`config.mk`:
```
export PLATFORM = sky130hd
export DESIGN_NAME = fixed_block_free_list_allocator_unit
export DESIGN_NICKNAME = d
export VERILOG_FILES = /design/src/rtl/core/fbfa_pkg.sv /design/src/rtl/core/fixed_block_free_list_allocator_unit.sv /design/src/rtl/core/fbfa_link_mem.sv /design/src/rtl/core/fbfa_cfg_regs.sv /design/src/rtl/core/fbfa_out_queue.sv
export SDC_FILE = /design/constraint.sdc
export NUM_CORES = 2
export LEC_CHECK = 0
export BUFFER_PORTS_ARGS = -buffer_cell sky130_fd_sc_hd__buf_2
export CAP_MARGIN = 20
export CELL_PAD_IN_SITES_DETAIL_PLACEMENT = 0
export CELL_PAD_IN_SITES_GLOBAL_PLACEMENT = 1
export CORE_UTILIZATION = 60
export DETAILED_ROUTE_END_ITERATION = 7
export PLACE_DENSITY_LB_ADDON = 0.1
export RECOVER_POWER = 100
export SLEW_MARGIN = 30
export SYNTH_ARGS = -nofsm -noshare
export SYNTH_HDL_FRONTEND = slang
export SYNTH_SLANG_ARGS = --single-unit
```
`constraint.sdc`:
```
create_clock -name i_clk -period 13.4 [get_ports i_clk]
set_clock_uncertainty 0.05 [all_clocks]
set_input_delay 0.67 -clock i_clk [delete_from_list [all_inputs] [get_ports i_clk]]
set_output_delay 0.67 -clock i_clk [all_outputs]
set_load 0.01 [all_outputs]
```
`src/rtl/core/fbfa_pkg.sv`:
```
// Shared types and constants of the fixed block free list allocator.
package fbfa_pkg;

    localparam int DEF_MAX_CHUNKS = 256;
    localparam int IDX_W          = 8;
    localparam int CNT_W          = 9;
    localparam int BYTES_W        = 16;
    localparam int REM_W          = 24;
    localparam int CFG_AW         = 3;
    localparam int CFG_DW         = 32;

    localparam logic [CNT_W-1:0]   RST_CHUNKS = 9'd256;
    localparam logic [BYTES_W-1:0] RST_BYTES  = 16'd16;

    localparam logic REG_CHUNKS = 1'b0;
    localparam logic REG_BYTES  = 1'b1;

    typedef enum logic [1:0] {
        FUNC_ALLOC = 2'd0,
        FUNC_FREE  = 2'd1,
        FUNC_CLEAR = 2'd2,
        FUNC_QUERY = 2'd3
    } t_func;

    typedef enum logic [1:0] {
        ST_OK    = 2'd0,
        ST_OOM   = 2'd1,
        ST_RANGE = 2'd2
    } t_status;

    typedef struct packed {
        logic [CNT_W-1:0]   chunks_in_use;
        logic [BYTES_W-1:0] chunk_bytes;
    } t_cfg;

    typedef struct packed {
        logic [IDX_W-1:0] granted_index;
        logic [1:0]       status;
        logic [REM_W-1:0] remaining_bytes;
    } t_result;

endpackage

```
`src/rtl/core/fixed_block_free_list_allocator_unit.sv`:
```
// Top level: fixed-size block pool allocator with a LIFO free list in a link memory.
//
// Requests enter on the input channel (i_in_valid / o_in_ready) with i_func and
// i_chunk_index: allocate, free, clear pool, query. Every request gives exactly one
// result on the output channel (o_out_valid / i_out_ready): granted index, status
// and the free chunk count times the chunk size, saturated to 24 bits.
// Throughput is one request per cycle while the result queue has space, except that an
// allocate served from the stack of freed chunks holds off the next request: the link
// of the new stack top is read from the link memory, whose read data is registered.
// Chunks never freed come from a fresh-index mark in rising order, so reset needs no
// pass over the link memory; after reset the pool of 256 chunks is full, 16 bytes each.
// A two-entry result queue decouples the sides; when the receiver stalls, requests are
// still taken until the queue holds two results, then o_in_ready drops. Configuration
// registers (APB-style, chunks_in_use at 0x0, chunk_bytes at 0x4) are to be written
// by the user only while idle, which the block itself does not enforce; issue a clear
// afterwards to rebuild the pool.
module fixed_block_free_list_allocator_unit #(
    parameter int MAX_CHUNKS = fbfa_pkg::DEF_MAX_CHUNKS
) (
    input  logic                         i_clk,
    input  logic                         i_rst_n,
    input  logic                         psel,
    input  logic                         penable,
    input  logic                         pwrite,
    input  logic [fbfa_pkg::CFG_AW-1:0]  paddr,
    input  logic [fbfa_pkg::CFG_DW-1:0]  pwdata,
    output logic [fbfa_pkg::CFG_DW-1:0]  prdata,
    output logic                         pready,
    input  logic                         i_in_valid,
    output logic                         o_in_ready,
    input  logic [1:0]                   i_func,
    input  logic [fbfa_pkg::IDX_W-1:0]   i_chunk_index,
    output logic                         o_out_valid,
    input  logic                         i_out_ready,
    output logic [fbfa_pkg::IDX_W-1:0]   o_granted_index,
    output logic [1:0]                   o_status,
    output logic [fbfa_pkg::REM_W-1:0]   o_remaining_bytes
);
    import fbfa_pkg::*;

    localparam int LINK_DEPTH = (MAX_CHUNKS < 256) ? MAX_CHUNKS : 256;
    localparam int LINK_AW    = $clog2(LINK_DEPTH);
    localparam logic [CNT_W-1:0] POOL_MAX = CNT_W'(LINK_DEPTH);
    localparam int PROD_W = CNT_W + BYTES_W;

    t_cfg    cfg;
    t_result res;
    t_result q_data;
    logic    q_space;
    logic    in_fire;

    logic [IDX_W-1:0] r_stack_top, n_stack_top;
    logic [IDX_W-1:0] r_top_link, n_top_link;
    logic             r_stack_nonempty, n_stack_nonempty;
    logic [CNT_W-1:0] r_fresh, n_fresh;
    logic [CNT_W-1:0] r_free_count, n_free_count;
    logic             r_pend, n_pend;

    logic [CNT_W-1:0]   pool_n;
    logic [CNT_W-1:0]   fresh_left;
    logic [CNT_W-1:0]   count_dec;
    logic [PROD_W-1:0]  prod;
    logic               wr_en;
    logic               rd_en;
    logic [IDX_W-1:0]   rd_data;
    logic [IDX_W-1:0]   granted;
    t_status            status;

    fbfa_cfg_regs u_cfg (
        .i_clk   (i_clk),
        .i_rst_n (i_rst_n),
        .psel    (psel),
        .penable (penable),
        .pwrite  (pwrite),
        .paddr   (paddr),
        .pwdata  (pwdata),
        .prdata  (prdata),
        .pready  (pready),
        .o_cfg   (cfg)
    );

    fbfa_link_mem #(
        .DEPTH (LINK_DEPTH),
        .AW    (LINK_AW)
    ) u_link (
        .i_clk     (i_clk),
        .i_wr_en   (wr_en),
        .i_wr_addr (i_chunk_index[LINK_AW-1:0]),
        .i_wr_data (r_stack_top),
        .i_rd_en   (rd_en),
        .i_rd_addr (r_top_link[LINK_AW-1:0]),
        .o_rd_data (rd_data)
    );

    // Hold input while the link of a freshly popped stack top is in flight.
    assign o_in_ready = !r_pend & q_space;
    assign in_fire    = i_in_valid & o_in_ready;

    assign pool_n     = (cfg.chunks_in_use > POOL_MAX) ? POOL_MAX : cfg.chunks_in_use;
    assign fresh_left = (r_fresh < pool_n) ? (pool_n - r_fresh) : '0;
    assign count_dec  = (r_free_count != '0) ? (r_free_count - CNT_W'(1)) : r_free_count;

    always_comb begin
        n_stack_top      = r_stack_top;
        n_top_link       = r_top_link;
        n_stack_nonempty = r_stack_nonempty;
        n_fresh          = r_fresh;
        n_free_count     = r_free_count;
        n_pend           = 1'b0;
        wr_en            = 1'b0;
        rd_en            = 1'b0;
        granted          = '0;
        status           = ST_OK;
        if (in_fire) begin
            unique case (t_func'(i_func))
                FUNC_ALLOC: begin
                    if (r_stack_nonempty) begin
                        granted          = r_stack_top;
                        n_stack_top      = r_top_link;
                        n_free_count     = count_dec;
                        n_stack_nonempty = count_dec > fresh_left;
                        rd_en            = 1'b1;
                        n_pend           = 1'b1;
                    end else if (r_fresh < pool_n) begin
                        granted      = r_fresh[IDX_W-1:0];
                        n_fresh      = r_fresh + CNT_W'(1);
                        n_free_count = count_dec;
                    end else begin
                        status = ST_OOM;
                    end
                end
                FUNC_FREE: begin
                    if ({1'b0, i_chunk_index} >= pool_n) begin
                        status = ST_RANGE;
                    end else begin
                        wr_en            = 1'b1;
                        n_stack_top      = i_chunk_index;
                        n_top_link       = r_stack_top;
                        n_stack_nonempty = 1'b1;
                        if (r_free_count != '1) begin
                            n_free_count = r_free_count + CNT_W'(1);
                        end
                    end
                end
                FUNC_CLEAR: begin
                    n_stack_top      = '0;
                    n_stack_nonempty = 1'b0;
                    n_fresh          = '0;
                    n_free_count     = pool_n;
                end
                FUNC_QUERY: begin
                end
                default: begin
                end
            endcase
        end
    end

    always_ff @(posedge i_clk) begin
        if (!i_rst_n) begin
            r_stack_top      <= '0;
            r_stack_nonempty <= 1'b0;
            r_fresh          <= '0;
            r_free_count     <= RST_CHUNKS;
            r_pend           <= 1'b0;
        end else begin
            r_stack_top      <= n_stack_top;
            r_stack_nonempty <= n_stack_nonempty;
            r_fresh          <= n_fresh;
            r_free_count     <= n_free_count;
            r_pend           <= n_pend;
        end
    end

    // Take the link read back into the cached link of the stack top.
    always_ff @(posedge i_clk) begin
        r_top_link <= r_pend ? rd_data : n_top_link;
    end

    assign prod = PROD_W'(n_free_count) * PROD_W'(cfg.chunk_bytes);

    always_comb begin
        res.granted_index   = granted;
        res.status          = status;
        res.remaining_bytes = (prod > PROD_W'({REM_W{1'b1}})) ? {REM_W{1'b1}}
                                                              : prod[REM_W-1:0];
    end

    fbfa_out_queue u_oq (
        .i_clk   (i_clk),
        .i_rst_n (i_rst_n),
        .i_push  (in_fire),
        .i_data  (res),
        .o_space (q_space),
        .o_valid (o_out_valid),
        .i_ready (i_out_ready),
        .o_data  (q_data)
    );

    assign o_granted_index   = q_data.granted_index;
    assign o_status          = q_data.status;
    assign o_remaining_bytes = q_data.remaining_bytes;

    a_pend_blocks: assert property (@(posedge i_clk) disable iff (!i_rst_n)
        r_pend |-> !o_in_ready)
        else $error("request taken while a link read is in flight");

    a_pop_reads: assert property (@(posedge i_clk) disable iff (!i_rst_n)
        (in_fire && i_func == FUNC_ALLOC && r_stack_nonempty) |=> r_pend)
        else $error("stack pop did not fetch the next link");

    a_pend_one: assert property (@(posedge i_clk) disable iff (!i_rst_n)
        r_pend |=> !r_pend)
        else $error("link read pending for more than one cycle");

    a_clear: assert property (@(posedge i_clk) disable iff (!i_rst_n)
        (in_fire && i_func == FUNC_CLEAR) |=>
            (!r_stack_nonempty && r_fresh == '0 && r_free_count == $past(pool_n)))
        else $error("clear did not restore the pool");

    a_fresh_bound: assert property (@(posedge i_clk) disable iff (!i_rst_n)
        (in_fire && i_func == FUNC_ALLOC && !r_stack_nonempty && r_fresh >= pool_n)
            |=> (r_fresh == $past(r_fresh)))
        else $error("fresh mark moved past the pool");

endmodule

```
`src/rtl/core/fbfa_link_mem.sv`:
```
// Link memory: next-chunk link of every pushed chunk, one write and one read port.
module fbfa_link_mem #(
    parameter int DEPTH = 256,
    parameter int AW    = 8
) (
    input  logic                      i_clk,
    input  logic                      i_wr_en,
    input  logic [AW-1:0]             i_wr_addr,
    input  logic [fbfa_pkg::IDX_W-1:0] i_wr_data,
    input  logic                      i_rd_en,
    input  logic [AW-1:0]             i_rd_addr,
    output logic [fbfa_pkg::IDX_W-1:0] o_rd_data
);
    import fbfa_pkg::*;

    logic [IDX_W-1:0] r_mem [DEPTH];
    logic [IDX_W-1:0] r_rd_data;

    always_ff @(posedge i_clk) begin
        if (i_wr_en) begin
            r_mem[i_wr_addr] <= i_wr_data;
        end
    end

    always_ff @(posedge i_clk) begin
        if (i_rd_en) begin
            r_rd_data <= r_mem[i_rd_addr];
        end
    end

    assign o_rd_data = r_rd_data;

endmodule

```
`src/rtl/core/fbfa_cfg_regs.sv`:
```
// Configuration registers behind the APB-style port.
module fbfa_cfg_regs (
    input  logic                        i_clk,
    input  logic                        i_rst_n,
    input  logic                        psel,
    input  logic                        penable,
    input  logic                        pwrite,
    input  logic [fbfa_pkg::CFG_AW-1:0] paddr,
    input  logic [fbfa_pkg::CFG_DW-1:0] pwdata,
    output logic [fbfa_pkg::CFG_DW-1:0] prdata,
    output logic                        pready,
    output fbfa_pkg::t_cfg              o_cfg
);
    import fbfa_pkg::*;

    t_cfg r_cfg;
    logic reg_sel;
    logic wr_fire;

    assign pready  = 1'b1;
    assign reg_sel = paddr[2];
    assign wr_fire = psel & penable & pwrite & pready;

    always_ff @(posedge i_clk) begin
        if (!i_rst_n) begin
            r_cfg.chunks_in_use <= RST_CHUNKS;
            r_cfg.chunk_bytes   <= RST_BYTES;
        end else if (wr_fire) begin
            if (reg_sel == REG_CHUNKS) begin
                r_cfg.chunks_in_use <= pwdata[CNT_W-1:0];
            end else begin
                r_cfg.chunk_bytes <= pwdata[BYTES_W-1:0];
            end
        end
    end

    always_comb begin
        unique case (reg_sel)
            REG_CHUNKS: prdata = {{(CFG_DW-CNT_W){1'b0}}, r_cfg.chunks_in_use};
            REG_BYTES:  prdata = {{(CFG_DW-BYTES_W){1'b0}}, r_cfg.chunk_bytes};
            default:    prdata = '0;
        endcase
    end

    assign o_cfg = r_cfg;

endmodule

```
`src/rtl/core/fbfa_out_queue.sv`:
```
// Two-entry result queue between the allocator core and the result channel.
module fbfa_out_queue (
    input  logic              i_clk,
    input  logic              i_rst_n,
    input  logic              i_push,
    input  fbfa_pkg::t_result i_data,
    output logic              o_space,
    output logic              o_valid,
    input  logic              i_ready,
    output fbfa_pkg::t_result o_data
);
    import fbfa_pkg::*;

    t_result    r_slot [2];
    logic       r_wr_ptr;
    logic       r_rd_ptr;
    logic [1:0] r_count;
    logic       pop;

    assign o_valid = (r_count != 2'd0);
    assign o_space = (r_count != 2'd2);
    assign pop     = o_valid & i_ready;
    assign o_data  = r_slot[r_rd_ptr];

    always_ff @(posedge i_clk) begin
        if (i_push) begin
            r_slot[r_wr_ptr] <= i_data;
        end
    end

    always_ff @(posedge i_clk) begin
        if (!i_rst_n) begin
            r_wr_ptr <= 1'b0;
            r_rd_ptr <= 1'b0;
            r_count  <= 2'd0;
        end else begin
            if (i_push) begin
                r_wr_ptr <= ~r_wr_ptr;
            end
            if (pop) begin
                r_rd_ptr <= ~r_rd_ptr;
            end
            unique case ({i_push, pop})
                2'b10:   r_count <= r_count + 2'd1;
                2'b01:   r_count <= r_count - 2'd1;
                default: r_count <= r_count;
            endcase
        end
    end

endmodule
```
==> implementation parameters <==
Parameter                              Value

Timing
  Shortest period the worst path allows    10.72 ns
  Final hold violation count    0
  Total negative slack for setup checks    0 ns
  Share of the clock period used by the worst path    80.0%
  Slew at the pin with the worst max-slew slack    around 8.5 ns
  Endpoints failing setup    0
  Number of slew-limit violations in the final report    2275
  Unrepaired setup endpoints after global routing    false
  Achievable Freq    0.0933 GHz
  Final hold slack    0.0767 ns
  Max-slew headroom at the worst pin    -464%

Critical path
  Capture point of the worst reg-to-reg path    u_oq.r_slot[1][7]$_DFFE_PP_
  Data required, critical path    13.96 ns
  Beginning of the worst register-to-register path    u_cfg.o_cfg[24]$_SDFFE_PN1P_
  Crit path kind    reg -> reg
  Number of cells on the worst reg-to-reg path    30
  Register-to-Register Setup Slack    2.68 ns
  Endpoint type of the worst setup path    flop
  Arrival @ worst endpoint    11.28 ns
  Master of the slowest instance on the critical path    sky130_fd_sc_hd__a221oi_1
  Setup crit start kind    flop
  Largest incremental delay on the critical path    1.98 ns
  Most common cell on crit path    sky130_fd_sc_hd__inv_1
  Crit path max fanout    24

Global routing
  GR Util met3    between 4 and 5%
  Global-route wire length before repair    just over 300 mm
  Number of global-route vias before repair    45600
  Met2 capacity usage during global routing    44.0%
  Total congestion overflow after global routing    0
  Antenna violations before repair    5
  Pin count of the biggest net entering global routing    231
  Met1 global-route usage    40.1%
  Layer with the highest usage    met2
  Overall fraction of global-route tracks in use    27.6%

Clock tree
  Clock tree from TritonCTS    built
  Clock Sinks    2190
  Cts bufs inserted    211
  Count of H-tree levels built during CTS    4
  Worst-case clock buffer depth    3
  Total setup buffers inserted after CTS    0
  CTS clk-pin slew, worst paths    ~0.060 ns
  Post-cts repair resize count    0
  Latest clock arrival within the worst-skew pair    0.83 ns
  Hold_buf cts    0
  CTS Root Buffer Type    sky130_fd_sc_hd__clkbuf_16

Logic synthesis
  Total of flip-flops plus latches after synthesis    2190
  Top cells by area, synth    sky130_fd_sc_hd__edfxtp_1, sky130_fd_sc_hd__mux4_2, sky130_fd_sc_hd__fa_1
  Dominant cell type by area after synthesis    sky130_fd_sc_hd__edfxtp_1
  Post-synth cell types    81
  Post-synth EDFFs    between 2000 and 2500
  Gate count after technology mapping    ~4800
  Mapped Area    91500 um2
  Sequential share of the synthesized area    a little under three quarters
  Count of synthesis-stage warnings from yosys    0
  Post-synth top area share    70.0%
  Main flop type after synthesis    sky130_fd_sc_hd__edfxtp_1
  Mean Syn Cell Area    about 19 um2
  Synth async-reset ratio    0%

Power and ir drop
  Relative contribution of the clock network to total power    between 30% and 40%
  Fraction of power spent switching nets    a little under a quarter
  Worst IR drop on VDD    0.184 mV
  Static leakage power    32.7 nW
  Power density over cell area    148 nW/um2
  Reported net switching power    3.42 mW
  Part of the power in registers    between 50% and 60%
  Cell-internal power    11.5 mW
  Power share of the combinational group    8.3%

Die
  Core area    151000 um2
  X dimension of the die    392 um
  Boundary Pins    between 100 and 150
  Effective utilization at floorplan    60.7%
  Die Outline Area    154000 um2
  Die boundary height    392 um
  Row Count    approximately 140

Drt
  Via count normalized by instance count    between 6 and 7
  Remaining routing DRC violations    0
  DRT Wirelength    208 mm
  Number of antenna-violating nets in the routed design    0
  Detailed-router iteration count before antenna repair    6
  Initial DRC Count    ~4500
  Post-detailed-route wirelength per cell    29.3 um
  Via count    between 40000 and 50000

Worst hold path
  Path type of the worst min-delay path    in -> reg
  Worst Hold Launch    pwdata[8]
  Worst-case hold path end point    u_cfg.o_cfg[24]$_SDFFE_PN1P_
  Cell depth of the worst hold path    3

Status
  Result of the run    complete, but fails checks
  Failing checks    max-capacitance violations, max-slew violations

Final layout
  # nets final    5142
  Area used by multi-input combinational logic    24400 um2
  Number of fill cells in the layout    between 10000 and 15000
  Layout cells sized above 1    20.2%
  Final core area utilization    66.5%
  Area Overhead vs Synth    9.56%
  FF+latch area    65200 um2

Placed design
  # port buffers    85
  DP HPWL    122 mm
  Routability cong.    between 0.8 and 0.9

Run
  Max Cap Viol    28
==> stage by stage <==
stage               area [um2]  worst slack (ns)  instances  power (mW)
floorplan                91500              5.57       4838        8.83
global placement         93800              4.35       6707        9.22
detailed placement       93800              4.26       6710        9.25
CTS                     100000              4.24       7104        14.9
global route            100000              2.04       7108        15.3
finish                  100000              2.68       7111        14.9
==> Yosys cell counts, drive strengths merged, types with 18 or more instances <==
cell type,n
edfxtp,2132
mux4,542
nor2,326
nand2,181
inv,168
clkbuf,164
buf,129
mux2i,107
fa,100
mux2,87
ha,79
a21oi,71
nand2b,65
dfxtp,58
o21ai,54
o22ai,53
and2,49
nor2b,41
a211oi,31
nand3,26
a21boi,24
a31oi,24
xnor2,22
a221oi,19
nor3b,18
o211ai,18
==> registers in the layout, indices dropped and copies added, names as in the netlist, named ones only <==
signal,flops
u_oq.r_rd_ptr,1
u_cfg.o_cfg,25
u_oq.r_wr_ptr,1
r_stack_top,8
r_stack_nonempty,1
u_link.o_rd_data,8
u_link.r_mem,2048
r_top_link,8
r_pend,1
u_oq.r_slot,68
r_fresh,9
r_free_count,9
u_oq.r_count,2
==> power by group through the flow <==
stage	combinational (mW)	clock [mW]	sequential [mW]
final	1.24	5.72	7.91
after global routing	1.34	6.05	7.92
after CTS	1.26	5.80	7.84
after detailed placement	1.26	0	7.99
after global placement	1.23	0	7.98
after floorplan	0.739	0	8.09
==> cells by family after synthesis <==
family | share of synthesized area [%]
adder cells (fa/ha/maj) | 3.27
other | 0.00821
flip-flops | 71.3
multiplexers | 15.6
AO/OA/AOI/OAI | 3.16
buffers and inverters | 2.26
XOR/XNOR | 0.316
AND/OR/NAND/NOR | 4.14
==> cells in the final DEF, fill, tap and decap left out, types with 79 or more instances in the layout <==
cell,synthesis,final
sky130_fd_sc_hd__edfxtp_1,2132,2132
sky130_fd_sc_hd__mux4_2,542,542
sky130_fd_sc_hd__nor2_1,326,324
sky130_fd_sc_hd__clkbuf_16,0,213
sky130_fd_sc_hd__nand2_1,181,173
sky130_fd_sc_hd__inv_1,168,168
sky130_fd_sc_hd__clkbuf_1,164,119
sky130_fd_sc_hd__mux2i_1,107,107
sky130_fd_sc_hd__fa_1,100,100
sky130_fd_sc_hd__mux2_2,86,79
sky130_fd_sc_hd__ha_1,79,79
==> how the worst max path moves through the flow <==
stage                                       startpoint                           end  slack (ns)  cells past startpoint
after floorplan                       i_chunk_index[0]  u_oq.r_slot[0][12]$_DFFE_PP_        5.57                     30
after global placement    u_cfg.o_cfg[24]$_SDFFE_PN1P_  u_oq.r_slot[0][21]$_DFFE_PP_        4.35                     30
after detailed placement  u_cfg.o_cfg[24]$_SDFFE_PN1P_  u_oq.r_slot[0][21]$_DFFE_PP_        4.26                     30
after CTS                 u_cfg.o_cfg[24]$_SDFFE_PN1P_  u_oq.r_slot[0][21]$_DFFE_PP_        4.24                     30
after global routing      u_cfg.o_cfg[24]$_SDFFE_PN1P_  u_oq.r_slot[0][22]$_DFFE_PP_        2.04                     30
final                     u_cfg.o_cfg[24]$_SDFFE_PN1P_   u_oq.r_slot[1][7]$_DFFE_PP_        2.68                     30
==> critical path: cells and delay by family (launching register included) <==
family / cells / cell delay, ns
buf+inv: 7 / 0.97
compound gates: 10 / 4.26
flops: 1 / 0.53
mux: 1 / 0.38
fa+ha+maj: 6 / 2.73
simple gates: 6 / 1.59
==> routing by layer <==
metal  vias to the layer above  routed length (um)
li1                      19400                   -
met1                     24000               84500
met2                      1842              102000
met3                       329               16400
met4                         4                5060
met5                         -                  23
==> layout make-up <==
class | count | area share, %
Multi-Input combinational cell | 2185 | 24.3
Timing Repair Buffer | 153 | 0.841
Inverter | 170 | 0.637
Sequential cell | 2190 | 65.0
Tap cell | 2016 | 2.52
Antenna cell | 3 | 0.00749
Clock inverter | 133 | 1.11
Clock buffer | 261 | 5.53
No activity file was read; power rests on OpenSTA's default activity.
